**config.mk**
```make
export PLATFORM = sky130hd
export DESIGN_NAME = key_debounce_with_backlight_dimming_top
export DESIGN_NICKNAME = d
export VERILOG_FILES = /design/src/hw/rtl/kbd_pkg.sv /design/src/hw/rtl/kbd_div.sv /design/src/hw/rtl/kbd_front.sv /design/src/hw/rtl/kbd_fifo.sv /design/src/hw/rtl/kbd_out.sv /design/src/hw/rtl/key_debounce_with_backlight_dimming_top.sv
export SDC_FILE = /design/constraint.sdc
export NUM_CORES = 2
export LEC_CHECK = 0
export BUFFER_PORTS_ARGS = -buffer_cell sky130_fd_sc_hd__clkbuf_2
export CAP_MARGIN = 20
export CORE_UTILIZATION = 25
export CTS_CLUSTER_DIAMETER = 100
export CTS_CLUSTER_SIZE = 20
export DETAILED_ROUTE_END_ITERATION = 10
export MAX_ROUTING_LAYER = met4
export SETUP_SLACK_MARGIN = 0.4
export SYNTH_ARGS = -nofsm -noshare
export SYNTH_HDL_FRONTEND = slang
export SYNTH_HIERARCHICAL = 1
export SYNTH_SLANG_ARGS = --single-unit
```
**constraint.sdc**
```tcl
create_clock -name clock -period 12.7 [get_ports clock]
set_clock_uncertainty 0.2 [all_clocks]
set_input_delay 3.175 -clock clock [delete_from_list [all_inputs] [get_ports clock]]
set_output_delay 3.175 -clock clock [all_outputs]
set_load 0.02 [all_outputs]
```
**src/hw/rtl/kbd_pkg.sv**
```systemverilog
`default_nettype none
package kbd_pkg;

   localparam int NUM_KEYS       = 5;
   localparam int MIN_BRIGHTNESS = 0;
   localparam int MS_PER_S       = 1000;
   localparam int QUEUE_DEPTH    = 4;
   localparam int DIV_STEPS      = 32;

   // 2^38 / 1000 rounded up: (ms * MS_RECIP) >> MS_RECIP_SHIFT is ms / 1000 for any 32-bit ms
   localparam logic [28:0] MS_RECIP       = 29'h1062_4DD3;
   localparam int          MS_RECIP_SHIFT = 38;

   localparam int KEY_IW  = (NUM_KEYS > 1) ? $clog2(NUM_KEYS) : 1;
   localparam int CSR_IW  = 3;
   localparam int CSR_DW  = 16;

   // register indexes of the configuration port
   localparam logic [CSR_IW-1:0] CSR_PRESS_SCANS     = 3'd0;
   localparam logic [CSR_IW-1:0] CSR_LOCKOUT_SCANS   = 3'd1;
   localparam logic [CSR_IW-1:0] CSR_DIM_CHECK_SCANS = 3'd2;
   localparam logic [CSR_IW-1:0] CSR_DIM_ENABLE      = 3'd3;
   localparam logic [CSR_IW-1:0] CSR_BRIGHTNESS      = 3'd4;
   localparam logic [CSR_IW-1:0] CSR_DIM_START_S     = 3'd5;
   localparam logic [CSR_IW-1:0] CSR_DIM_STEP_S      = 3'd6;
   localparam logic [CSR_IW-1:0] CSR_DIM_LEVEL_STEP  = 3'd7;

   localparam logic KIND_KEY   = 1'b0;
   localparam logic KIND_LEVEL = 1'b1;

   typedef struct packed {
      logic       kind;
      logic [2:0] key_index;
      logic [6:0] brightness;
      logic       last;
   } rsp_word_type;

endpackage
`default_nettype wire

```
**src/hw/rtl/kbd_div.sv**
```systemverilog
`default_nettype none
module kbd_div (
   input  wire logic        clock,
   input  wire logic        reset,
   input  wire logic        start,
   input  wire logic [31:0] dividend,
   input  wire logic [15:0] divisor,
   output logic             busy,
   output logic [31:0]      quotient
);
   import kbd_pkg::*;

   localparam int CW = $clog2(DIV_STEPS + 1);

   logic          busy_ff, busy_in;
   logic [CW-1:0] step_ff, step_in;
   logic [31:0]   quo_ff, quo_in;
   logic [15:0]   rem_ff, rem_in;
   logic [15:0]   dvs_ff, dvs_in;
   logic [16:0]   trial;
   logic [16:0]   diff;

   assign trial = {rem_ff, quo_ff[31]};
   assign diff  = trial - {1'b0, dvs_ff};

   always_comb begin
      busy_in = busy_ff;
      step_in = step_ff;
      quo_in  = quo_ff;
      rem_in  = rem_ff;
      dvs_in  = dvs_ff;
      if (start) begin
         busy_in = 1'b1;
         step_in = '0;
         quo_in  = dividend;
         rem_in  = '0;
         dvs_in  = divisor;
      end else if (busy_ff) begin
         // one quotient bit a cycle, restoring
         if (trial >= {1'b0, dvs_ff}) begin
            rem_in = diff[15:0];
            quo_in = {quo_ff[30:0], 1'b1};
         end else begin
            rem_in = trial[15:0];
            quo_in = {quo_ff[30:0], 1'b0};
         end
         step_in = step_ff + 1'b1;
         if (step_ff == CW'(DIV_STEPS - 1)) begin
            busy_in = 1'b0;
         end
      end
   end

   always_ff @(posedge clock) begin
      if (reset) begin
         busy_ff <= 1'b0;
         step_ff <= '0;
      end else begin
         busy_ff <= busy_in;
         step_ff <= step_in;
      end
      quo_ff <= quo_in;
      rem_ff <= rem_in;
      dvs_ff <= dvs_in;
   end

   assign busy     = busy_ff;
   assign quotient = quo_ff;

endmodule
`default_nettype wire

```
**src/hw/rtl/kbd_front.sv**
```systemverilog
`default_nettype none
module kbd_front (
   input  wire logic                          clock,
   input  wire logic                          reset,
   input  wire logic                          csr_write,
   input  wire logic [kbd_pkg::CSR_IW-1:0]    csr_index,
   input  wire logic [kbd_pkg::CSR_DW-1:0]    csr_wdata,
   input  wire logic                          req_valid,
   output logic                               req_stall,
   input  wire logic [kbd_pkg::NUM_KEYS-1:0]  req_key_levels,
   input  wire logic [31:0]                   req_now_ms,
   output logic                               push_valid,
   output kbd_pkg::rsp_word_type              push_word,
   input  wire logic                          queue_full
);
   import kbd_pkg::*;

   typedef enum logic [7:0] {
      ST_IDLE    = 8'b0000_0001,
      ST_KEYS    = 8'b0000_0010,
      ST_RESTORE = 8'b0000_0100,
      ST_DIMCHK  = 8'b0000_1000,
      ST_DIV1    = 8'b0001_0000,
      ST_DIV2    = 8'b0010_0000,
      ST_EVAL    = 8'b0100_0000,
      ST_FLUSH   = 8'b1000_0000
   } state_type;

   // configuration
   logic [7:0]  press_scans_ff, lockout_scans_ff;
   logic [15:0] dim_check_scans_ff, dim_start_s_ff, dim_step_s_ff;
   logic        dim_enable_ff;
   logic [6:0]  brightness_setting_ff, dim_level_step_ff;

   state_type             state_ff, state_in;
   logic [NUM_KEYS-1:0]   levels_ff, levels_in;
   logic [31:0]           now_ff, now_in;
   logic [KEY_IW-1:0]     key_ff, key_in;
   logic [NUM_KEYS-1:0]   locked_ff, locked_in;
   logic [7:0]            count_ff [NUM_KEYS];
   logic [7:0]            count_in [NUM_KEYS];
   logic [31:0]           last_press_ff, last_press_in;
   logic                  dimmed_ff, dimmed_in;
   logic [15:0]           check_ff, check_in;
   logic [6:0]            applied_ff, applied_in;
   logic [31:0]           idle_s_ff, idle_s_in;
   logic [39:0]           dec_ff, dec_in;
   logic                  pend_valid_ff, pend_valid_in;
   rsp_word_type          pend_ff, pend_in;

   logic                  emit;
   rsp_word_type          emit_word;
   logic                  flush_push;
   logic                  emit_ok;
   logic                  div_start;
   logic [31:0]           div_dividend;
   logic [15:0]           div_divisor;
   logic                  div_busy;
   logic [31:0]           div_quotient;

   logic [7:0]            cnt_up, cnt_dn;
   logic [15:0]           check_up;
   logic                  last_key;
   logic [31:0]           idle_ms;
   logic [60:0]           idle_prod;
   logic [40:0]           dec_floor;
   logic                  over;
   logic [6:0]            new_level;

   kbd_div u_div (
      .clock    (clock),
      .reset    (reset),
      .start    (div_start),
      .dividend (div_dividend),
      .divisor  (div_divisor),
      .busy     (div_busy),
      .quotient (div_quotient)
   );

   assign emit_ok   = !pend_valid_ff || !queue_full;
   assign cnt_up    = count_ff[key_ff] + 8'd1;
   assign cnt_dn    = count_ff[key_ff] - 8'd1;
   assign check_up  = check_ff + 16'd1;
   assign last_key  = (key_ff == KEY_IW'(NUM_KEYS - 1));
   assign idle_ms   = now_ff - last_press_ff;
   // milliseconds to whole seconds by reciprocal multiply
   assign idle_prod = 61'(idle_ms) * 61'(MS_RECIP);
   assign dec_floor = {1'b0, dec_ff} + 41'(MIN_BRIGHTNESS);
   assign over      = dec_floor > 41'(brightness_setting_ff);
   assign new_level = over ? 7'(MIN_BRIGHTNESS) : (brightness_setting_ff - dec_ff[6:0]);

   always_comb begin
      state_in      = state_ff;
      levels_in     = levels_ff;
      now_in        = now_ff;
      key_in        = key_ff;
      locked_in     = locked_ff;
      count_in      = count_ff;
      last_press_in = last_press_ff;
      dimmed_in     = dimmed_ff;
      check_in      = check_ff;
      applied_in    = applied_ff;
      idle_s_in     = idle_s_ff;
      dec_in        = dec_ff;
      emit          = 1'b0;
      emit_word     = '0;
      flush_push    = 1'b0;
      div_start     = 1'b0;
      div_dividend  = idle_s_ff - 32'(dim_start_s_ff);
      div_divisor   = (dim_step_s_ff == 16'd0) ? 16'd1 : dim_step_s_ff;

      case (state_ff)
         ST_IDLE: begin
            if (req_valid) begin
               levels_in = req_key_levels;
               now_in    = req_now_ms;
               key_in    = '0;
               state_in  = ST_KEYS;
            end
         end
         ST_KEYS: begin
            if (locked_ff[key_ff]) begin
               count_in[key_ff] = cnt_dn;
               if (cnt_dn == 8'd0) begin
                  locked_in[key_ff] = 1'b0;
               end
               key_in   = key_ff + 1'b1;
               state_in = last_key ? ST_DIMCHK : ST_KEYS;
            end else if (!levels_ff[key_ff]) begin
               if (cnt_up == press_scans_ff) begin
                  // press event: hold until the pending word can move on
                  if (emit_ok) begin
                     emit                = 1'b1;
                     emit_word.kind      = KIND_KEY;
                     emit_word.key_index = 3'(key_ff);
                     count_in[key_ff]    = lockout_scans_ff;
                     locked_in[key_ff]   = 1'b1;
                     key_in              = key_ff + 1'b1;
                     state_in            = last_key ? ST_DIMCHK : ST_KEYS;
                     if (dim_enable_ff) begin
                        last_press_in = now_ff;
                        if (dimmed_ff) begin
                           dimmed_in = 1'b0;
                           check_in  = '0;
                           if (applied_ff != brightness_setting_ff) begin
                              applied_in = brightness_setting_ff;
                              state_in   = ST_RESTORE;
                           end
                        end
                     end
                  end
               end else begin
                  count_in[key_ff] = cnt_up;
                  key_in           = key_ff + 1'b1;
                  state_in         = last_key ? ST_DIMCHK : ST_KEYS;
               end
            end else begin
               if (count_ff[key_ff] != 8'd0) begin
                  count_in[key_ff] = cnt_dn;
               end
               key_in   = key_ff + 1'b1;
               state_in = last_key ? ST_DIMCHK : ST_KEYS;
            end
         end
         ST_RESTORE: begin
            // key_ff already points past the key that restored
            if (emit_ok) begin
               emit                 = 1'b1;
               emit_word.kind       = KIND_LEVEL;
               emit_word.brightness = applied_ff;
               state_in = (key_ff == KEY_IW'(NUM_KEYS)) || (NUM_KEYS == 1) ||
                          (key_ff == '0) ? ST_DIMCHK : ST_KEYS;
            end
         end
         ST_DIMCHK: begin
            state_in = ST_FLUSH;
            if (dim_enable_ff) begin
               if (check_up > dim_check_scans_ff) begin
                  check_in  = '0;
                  idle_s_in = 32'(idle_prod >> MS_RECIP_SHIFT);
                  state_in  = ST_DIV1;
               end else begin
                  check_in = check_up;
               end
            end
         end
         ST_DIV1: begin
            if (idle_s_ff >= 32'(dim_start_s_ff)) begin
               div_start = 1'b1;
               state_in  = ST_DIV2;
            end else begin
               state_in = ST_FLUSH;
            end
         end
         ST_DIV2: begin
            if (!div_busy) begin
               dec_in   = 40'(({1'b0, div_quotient} + 33'd1) * dim_level_step_ff);
               state_in = ST_EVAL;
            end
         end
         ST_EVAL: begin
            dimmed_in = 1'b1;
            if (new_level == applied_ff) begin
               state_in = ST_FLUSH;
            end else if (emit_ok) begin
               emit                 = 1'b1;
               emit_word.kind       = KIND_LEVEL;
               emit_word.brightness = new_level;
               applied_in           = new_level;
               state_in             = ST_FLUSH;
            end
         end
         ST_FLUSH: begin
            // release the held word marked as the scan's final one
            if (!pend_valid_ff) begin
               state_in = ST_IDLE;
            end else if (!queue_full) begin
               flush_push = 1'b1;
               state_in   = ST_IDLE;
            end
         end
         default: begin
            state_in = ST_IDLE;
         end
      endcase
   end

   always_comb begin
      pend_valid_in = pend_valid_ff;
      pend_in       = pend_ff;
      if (emit) begin
         pend_valid_in = 1'b1;
         pend_in       = emit_word;
      end else if (flush_push) begin
         pend_valid_in = 1'b0;
      end
   end

   assign push_valid = (emit && pend_valid_ff) || flush_push;
   always_comb begin
      push_word      = pend_ff;
      push_word.last = flush_push;
   end

   assign req_stall = (state_ff != ST_IDLE);

   always_ff @(posedge clock) begin
      if (reset) begin
         state_ff      <= ST_IDLE;
         key_ff        <= '0;
         locked_ff     <= '0;
         last_press_ff <= '0;
         dimmed_ff     <= 1'b0;
         check_ff      <= '0;
         applied_ff    <= 7'd100;
         pend_valid_ff <= 1'b0;
         for (int i = 0; i < NUM_KEYS; i++) begin
            count_ff[i] <= '0;
         end
      end else begin
         state_ff      <= state_in;
         key_ff        <= key_in;
         locked_ff     <= locked_in;
         last_press_ff <= last_press_in;
         dimmed_ff     <= dimmed_in;
         check_ff      <= check_in;
         applied_ff    <= applied_in;
         pend_valid_ff <= pend_valid_in;
         count_ff      <= count_in;
      end
      levels_ff <= levels_in;
      now_ff    <= now_in;
      idle_s_ff <= idle_s_in;
      dec_ff    <= dec_in;
      pend_ff   <= pend_in;
   end

   always_ff @(posedge clock) begin
      if (reset) begin
         press_scans_ff        <= 8'd5;
         lockout_scans_ff      <= 8'd20;
         dim_check_scans_ff    <= 16'd100;
         dim_enable_ff         <= 1'b1;
         brightness_setting_ff <= 7'd50;
         dim_start_s_ff        <= 16'd30;
         dim_step_s_ff         <= 16'd5;
         dim_level_step_ff     <= 7'd10;
      end else if (csr_write) begin
         case (csr_index)
            CSR_PRESS_SCANS:     press_scans_ff        <= csr_wdata[7:0];
            CSR_LOCKOUT_SCANS:   lockout_scans_ff      <= csr_wdata[7:0];
            CSR_DIM_CHECK_SCANS: dim_check_scans_ff    <= csr_wdata;
            CSR_DIM_ENABLE:      dim_enable_ff         <= csr_wdata[0];
            CSR_BRIGHTNESS:      brightness_setting_ff <= csr_wdata[6:0];
            CSR_DIM_START_S:     dim_start_s_ff        <= csr_wdata;
            CSR_DIM_STEP_S:      dim_step_s_ff         <= csr_wdata;
            CSR_DIM_LEVEL_STEP:  dim_level_step_ff     <= csr_wdata[6:0];
            default: begin
            end
         endcase
      end
   end

endmodule
`default_nettype wire

```
**src/hw/rtl/kbd_fifo.sv**
```systemverilog
`default_nettype none
module kbd_fifo (
   input  wire logic                  clock,
   input  wire logic                  reset,
   input  wire logic                  push,
   input  kbd_pkg::rsp_word_type      push_word,
   output logic                       full,
   input  wire logic                  pop,
   output logic                       empty,
   output kbd_pkg::rsp_word_type      head
);
   import kbd_pkg::*;

   localparam int PW = (QUEUE_DEPTH > 1) ? $clog2(QUEUE_DEPTH) : 1;
   localparam int CW = $clog2(QUEUE_DEPTH + 1);

   rsp_word_type  mem_ff [QUEUE_DEPTH];
   logic [PW-1:0] wr_ff, wr_in;
   logic [PW-1:0] rd_ff, rd_in;
   logic [CW-1:0] fill_ff, fill_in;
   logic          do_push, do_pop;

   assign full    = (fill_ff == CW'(QUEUE_DEPTH));
   assign empty   = (fill_ff == '0);
   assign do_push = push && !full;
   assign do_pop  = pop && !empty;
   assign head    = mem_ff[rd_ff];

   always_comb begin
      wr_in   = wr_ff;
      rd_in   = rd_ff;
      fill_in = fill_ff;
      if (do_push) begin
         wr_in = (wr_ff == PW'(QUEUE_DEPTH - 1)) ? '0 : wr_ff + 1'b1;
      end
      if (do_pop) begin
         rd_in = (rd_ff == PW'(QUEUE_DEPTH - 1)) ? '0 : rd_ff + 1'b1;
      end
      if (do_push && !do_pop) begin
         fill_in = fill_ff + 1'b1;
      end else if (do_pop && !do_push) begin
         fill_in = fill_ff - 1'b1;
      end
   end

   always_ff @(posedge clock) begin
      if (reset) begin
         wr_ff   <= '0;
         rd_ff   <= '0;
         fill_ff <= '0;
      end else begin
         wr_ff   <= wr_in;
         rd_ff   <= rd_in;
         fill_ff <= fill_in;
      end
      if (do_push) begin
         mem_ff[wr_ff] <= push_word;
      end
   end

endmodule
`default_nettype wire

```
**src/hw/rtl/kbd_out.sv**
```systemverilog
`default_nettype none
module kbd_out (
   input  wire logic              clock,
   input  wire logic              reset,
   input  wire logic              queue_empty,
   input  kbd_pkg::rsp_word_type  queue_head,
   output logic                   queue_pop,
   output logic                   rsp_valid,
   input  wire logic              rsp_stall,
   output logic                   rsp_kind,
   output logic [2:0]             rsp_key_index,
   output logic [6:0]             rsp_brightness,
   output logic                   rsp_last
);
   import kbd_pkg::*;

   logic         valid_ff, valid_in;
   rsp_word_type word_ff, word_in;

   // advance when the output register is free or being taken
   assign queue_pop = !queue_empty && (!valid_ff || !rsp_stall);

   always_comb begin
      valid_in = valid_ff;
      word_in  = word_ff;
      if (queue_pop) begin
         valid_in = 1'b1;
         word_in  = queue_head;
      end else if (!rsp_stall) begin
         valid_in = 1'b0;
      end
   end

   always_ff @(posedge clock) begin
      if (reset) begin
         valid_ff <= 1'b0;
      end else begin
         valid_ff <= valid_in;
      end
      word_ff <= word_in;
   end

   assign rsp_valid      = valid_ff;
   assign rsp_kind       = word_ff.kind;
   assign rsp_key_index  = word_ff.key_index;
   assign rsp_brightness = word_ff.brightness;
   assign rsp_last       = word_ff.last;

endmodule
`default_nettype wire

```
**src/hw/rtl/key_debounce_with_backlight_dimming_top.sv**
```systemverilog
`default_nettype none
// channel   direction  handshake          word
// req       in         req_valid/stall    key_levels[NUM_KEYS], now_ms[32]
// rsp       out        rsp_valid/stall    kind, key_index[3], brightness[7], last
// csr       in         csr_write          csr_index[3], csr_wdata[16]
//
// A scan walks the keys one by one, then runs the dimming check and the flush; a press
// that restores the level adds a restore step. A due check turns idle ms into seconds by a
// reciprocal multiply and divides by the step size on a 32-step serial divider, which is
// skipped while idle time is below the start.
// Reset is synchronous and restores the register defaults; no clearing pass is needed.
// A stalled rsp holds the scan logic only once the four-word queue is full.
module key_debounce_with_backlight_dimming_top (
   input  wire logic                          clock,
   input  wire logic                          reset,
   input  wire logic                          csr_write,
   input  wire logic [kbd_pkg::CSR_IW-1:0]    csr_index,
   input  wire logic [kbd_pkg::CSR_DW-1:0]    csr_wdata,
   input  wire logic                          req_valid,
   output logic                               req_stall,
   input  wire logic [kbd_pkg::NUM_KEYS-1:0]  req_key_levels,
   input  wire logic [31:0]                   req_now_ms,
   output logic                               rsp_valid,
   input  wire logic                          rsp_stall,
   output logic                               rsp_kind,
   output logic [2:0]                         rsp_key_index,
   output logic [6:0]                         rsp_brightness,
   output logic                               rsp_last
);
   import kbd_pkg::*;

   logic         push_valid;
   rsp_word_type push_word;
   logic         queue_full;
   logic         queue_pop;
   logic         queue_empty;
   rsp_word_type queue_head;

   kbd_front u_front (
      .clock          (clock),
      .reset          (reset),
      .csr_write      (csr_write),
      .csr_index      (csr_index),
      .csr_wdata      (csr_wdata),
      .req_valid      (req_valid),
      .req_stall      (req_stall),
      .req_key_levels (req_key_levels),
      .req_now_ms     (req_now_ms),
      .push_valid     (push_valid),
      .push_word      (push_word),
      .queue_full     (queue_full)
   );

   kbd_fifo u_fifo (
      .clock     (clock),
      .reset     (reset),
      .push      (push_valid),
      .push_word (push_word),
      .full      (queue_full),
      .pop       (queue_pop),
      .empty     (queue_empty),
      .head      (queue_head)
   );

   kbd_out u_out (
      .clock          (clock),
      .reset          (reset),
      .queue_empty    (queue_empty),
      .queue_head     (queue_head),
      .queue_pop      (queue_pop),
      .rsp_valid      (rsp_valid),
      .rsp_stall      (rsp_stall),
      .rsp_kind       (rsp_kind),
      .rsp_key_index  (rsp_key_index),
      .rsp_brightness (rsp_brightness),
      .rsp_last       (rsp_last)
   );

endmodule
`default_nettype wire
```
==> impl_results.md <==
- Status: finished, final reports clean
- Die Wd: 420 um
- Req. time, crit path: 12.85 ns
- Top cells by area, synth: fa_1, ha_1, edfxtp_1, dfxtp_1, inv_1
- Main synth FF type: dfxtp_1
- Die Area: 177000 um2
- Top post-synthesis cells by count: inv_1, ha_1, nand2_1
- Largest net degree at the start of global routing: 51
- Via count: 31.4k
- Endpoint of the worst setup timing path: u_front/idle_s_ff[17]
- Slew @ Worst Pin: 1.15 ns
- Sequential area share after synthesis: 0.253
- Nets: 5547
- Tcrit/Tclk final: 0.910
- CP arrival: 11.71 ns
- Critical Path Fanout Max: 7
- Final hold violation count: 0
- Cts-stage hold buffer count: 0
- Syn avg cell area: 9.79 um2
- Post-synthesis cell area: 43700 um2
- MaxCap Viol Count: 0
- Routed WL: 110000 um
- Initial Utilization: 0.251
- Layout Utilization: 0.275
- Tot GR Track Use: 0.129
- Synth Area in Simple Gates: 0.128
- Min Hold Slack: 0.258 ns
- Max-slew violations: 0
- Hold crit path type: register to register
- Initial antenna violation count: 3
- DRT antenna net count: 0
- Synth Instances: 4466
- Post-route minimum period: 11.56 ns
- Io pins: 75
- Slowest stage cell on the critical path: a2111oi_0
- Sink Count: 444
- Clk_lat worst skew: 0.67 ns
- Core footprint: 174000 um2
- Top-count cell post-synth: inv_1
- Detail Placement HPWL: 88300 um
- First-pass detailed-route iteration total: 5
- Vias in the first global route: 32.1k
- Gr ovfl total: 0
- Worst r2r src: u_front/now_ff[0]
- Synthesized Nets: 5529
- DRC: 0
- H-Tree Level Count: 1
- Unrepaired setup endpoints after global routing: no
- First-pass GRT wire length: 178000 um
- Wire per inst: 16.1 um
- Port Buffer Count: 74
- Setup tns final: 0 ns
- Kind of critical path: register to register
- Die Y: 420 um
- Post-Place Cells: 6769
- Layout cells sized above 1: 0.0643
- Synth async-reset ratio: 0
- CP Launch Type: register
- Post-Synth Adder-Cell Area: 0.365
- Post-synth top area share: 0.209
- Rel. slew slack: 0.227
- Vias per cell: 4.60
- Flop2flop setup slack: 1.14 ns
- Post-synthesis compound-gate area fraction: 0.114
- RR Endpoint: u_front/idle_s_ff[17]
- Non-Filler Instances: 6835
- Max incr delay on CP: 0.58 ns
- EDFF count, synth: 219
- R2r worst-path depth: 37
- Yosys reg bits: 444
- Worst setup path start: u_front/now_ff[0]
- Clock Root Buffer: clkbuf_16
- CTS tree: done
- Critical Path End Type: register
- Clk slew on worst S/H paths: 0.09 ns
- Mux contribution to synthesized area: 0.0254
- Initial DRC count: 1897
- CTS buffer count: 30
- Max Root-Sink Buffers: 3
- Syn. warnings: 6
- Achievable clock frequency: 86.5 MHz
- Post-Synth XOR/XNOR Area: 0.0426
- Final setup vio count: 0
- Number of fill cells: 18.4k
- Layout area overhead: 9.45%
- Cell variety after synth: 106
- Yosys top cell by area: fa_1
- Row cnt: 153
- Gpl congestion: 0.942
- Largest family of logic cells by synthesized area: adder cells
per-layer routing:
| layer | up-vias | track usage | routed length [um] |
|---|---|---|---|
| met5 | - | - | 0 |
| met2 | 636 | 0.214 | 52300 |
| met4 | 0 | 0.0302 | 2360 |
| met3 | 118 | 0.0103 | 4320 |
| li1 | 15202 | - | - |
| met1 | 15462 | 0.170 | 50900 |
registers in the layout, summed over array words and instances (netlist names), 7 cells and up, named ones only:
signal / flops
u_front/u_div/quotient: 32
u_front/lockout_scans_ff: 8
u_front/count_ff: 40
u_front/push_word: 11
u_front/brightness_setting_ff: 7
u_front/u_div/rem_ff: 16
u_front/dim_level_step_ff: 7
u_front/dim_step_s_ff: 16
u_front/dim_start_s_ff: 16
u_front/press_scans_ff: 8
u_front/applied_ff: 7
u_fifo/mem_ff: 48
u_front/dec_ff: 40
u_front/last_press_ff: 32
u_front/now_ff: 32
u_front/check_ff: 16
u_out/rsp_brightness: 7
u_front/state_ff: 8
u_front/idle_s_ff: 23
u_front/dim_check_scans_ff: 16
u_front/u_div/dvs_ff: 16
cells by family (layout without fill, tap and decap cells):
family	Yosys count	after routing
AOI/OAI and AO/OA	744	744
xor gates and xnor gates	206	206
adders and majority gates	1002	1002
buffers and inverters	805	847
DFF	444	444
muxes	88	88
other	0	2
and+or+nand+nor	1177	1177
worst min path at each step:
stage                                        end                    startpoint  cells after the start
CTS                    u_front/last_press_ff[19]     u_front/last_press_ff[19]                      2
finish              u_front/dim_level_step_ff[6]  u_front/dim_level_step_ff[6]                      2
detailed placement     u_front/last_press_ff[19]     u_front/last_press_ff[19]                      2
floorplan            u_front/lockout_scans_ff[0]   u_front/lockout_scans_ff[0]                      2
global route           u_front/last_press_ff[24]     u_front/last_press_ff[24]                      2
global placement       u_front/last_press_ff[21]     u_front/last_press_ff[21]                      2
placed cells by master, fill, tap and decap left out, types with 28 or more instances in the layout:
| cell | netlist | final |
|---|---|---|
| mux2i_1 | 35 | 35 |
| nand2_1 | 485 | 485 |
| nor3_1 | 63 | 63 |
| nand3_1 | 121 | 121 |
| fa_1 | 457 | 457 |
| nor4_1 | 28 | 28 |
| dfxtp_1 | 225 | 224 |
| and3_1 | 32 | 32 |
| buf_4 | 5 | 54 |
| nand4_1 | 39 | 39 |
| clkbuf_2 | 1 | 75 |
| ha_1 | 545 | 545 |
| o21ai_0 | 112 | 112 |
| nand2b_1 | 32 | 32 |
| mux2_2 | 37 | 37 |
| clkbuf_16 | 0 | 30 |
| xor2_1 | 86 | 85 |
| inv_1 | 652 | 651 |
| nor2_1 | 192 | 191 |
| and2_1 | 59 | 58 |
| a211oi_1 | 35 | 35 |
| nor2b_1 | 41 | 40 |
| xnor2_1 | 116 | 114 |
| a21oi_1 | 239 | 239 |
| edfxtp_1 | 219 | 219 |
| a21o_1 | 76 | 76 |
| o211ai_1 | 44 | 44 |
stage by stage:
step                setup slack [ns]  instance area (um2)
finish                          1.14                47800
CTS                             1.07                47700
global route                   0.471                47800
global placement                1.28                46800
detailed placement              1.21                46800
floorplan                       2.39                43700
layout make-up:
cell class,instances,area (um2),area share
antenna,2,5.00,0.000105
tap,2325,2910,0.0608
clock buffer,46,831,0.0174
sequential,444,11100,0.232
timing repair buffer,135,872,0.0182
inverter,656,2470,0.0516
multi-input combinational,3217,29500,0.617
clock inverter,10,140,0.00293
repair_timing:
action	4_1_cts	5_1_grt
setup endpoints to repair	0	1
setup buffers	0	0
resized for setup	0	1
worst max-delay path, delay by kind of cell (launching register included):
family,cells,cell delay (ns)
compound gates,15,4.34
xor+xnor,1,0.50
fa+ha+maj,11,4.31
buf+inv,6,0.35
flops,1,0.39
simple gates,4,1.18
Power is left out: the tool's default activity adds up to more than one toggle a clock period on the data nets, which glitch-free logic cannot reach.
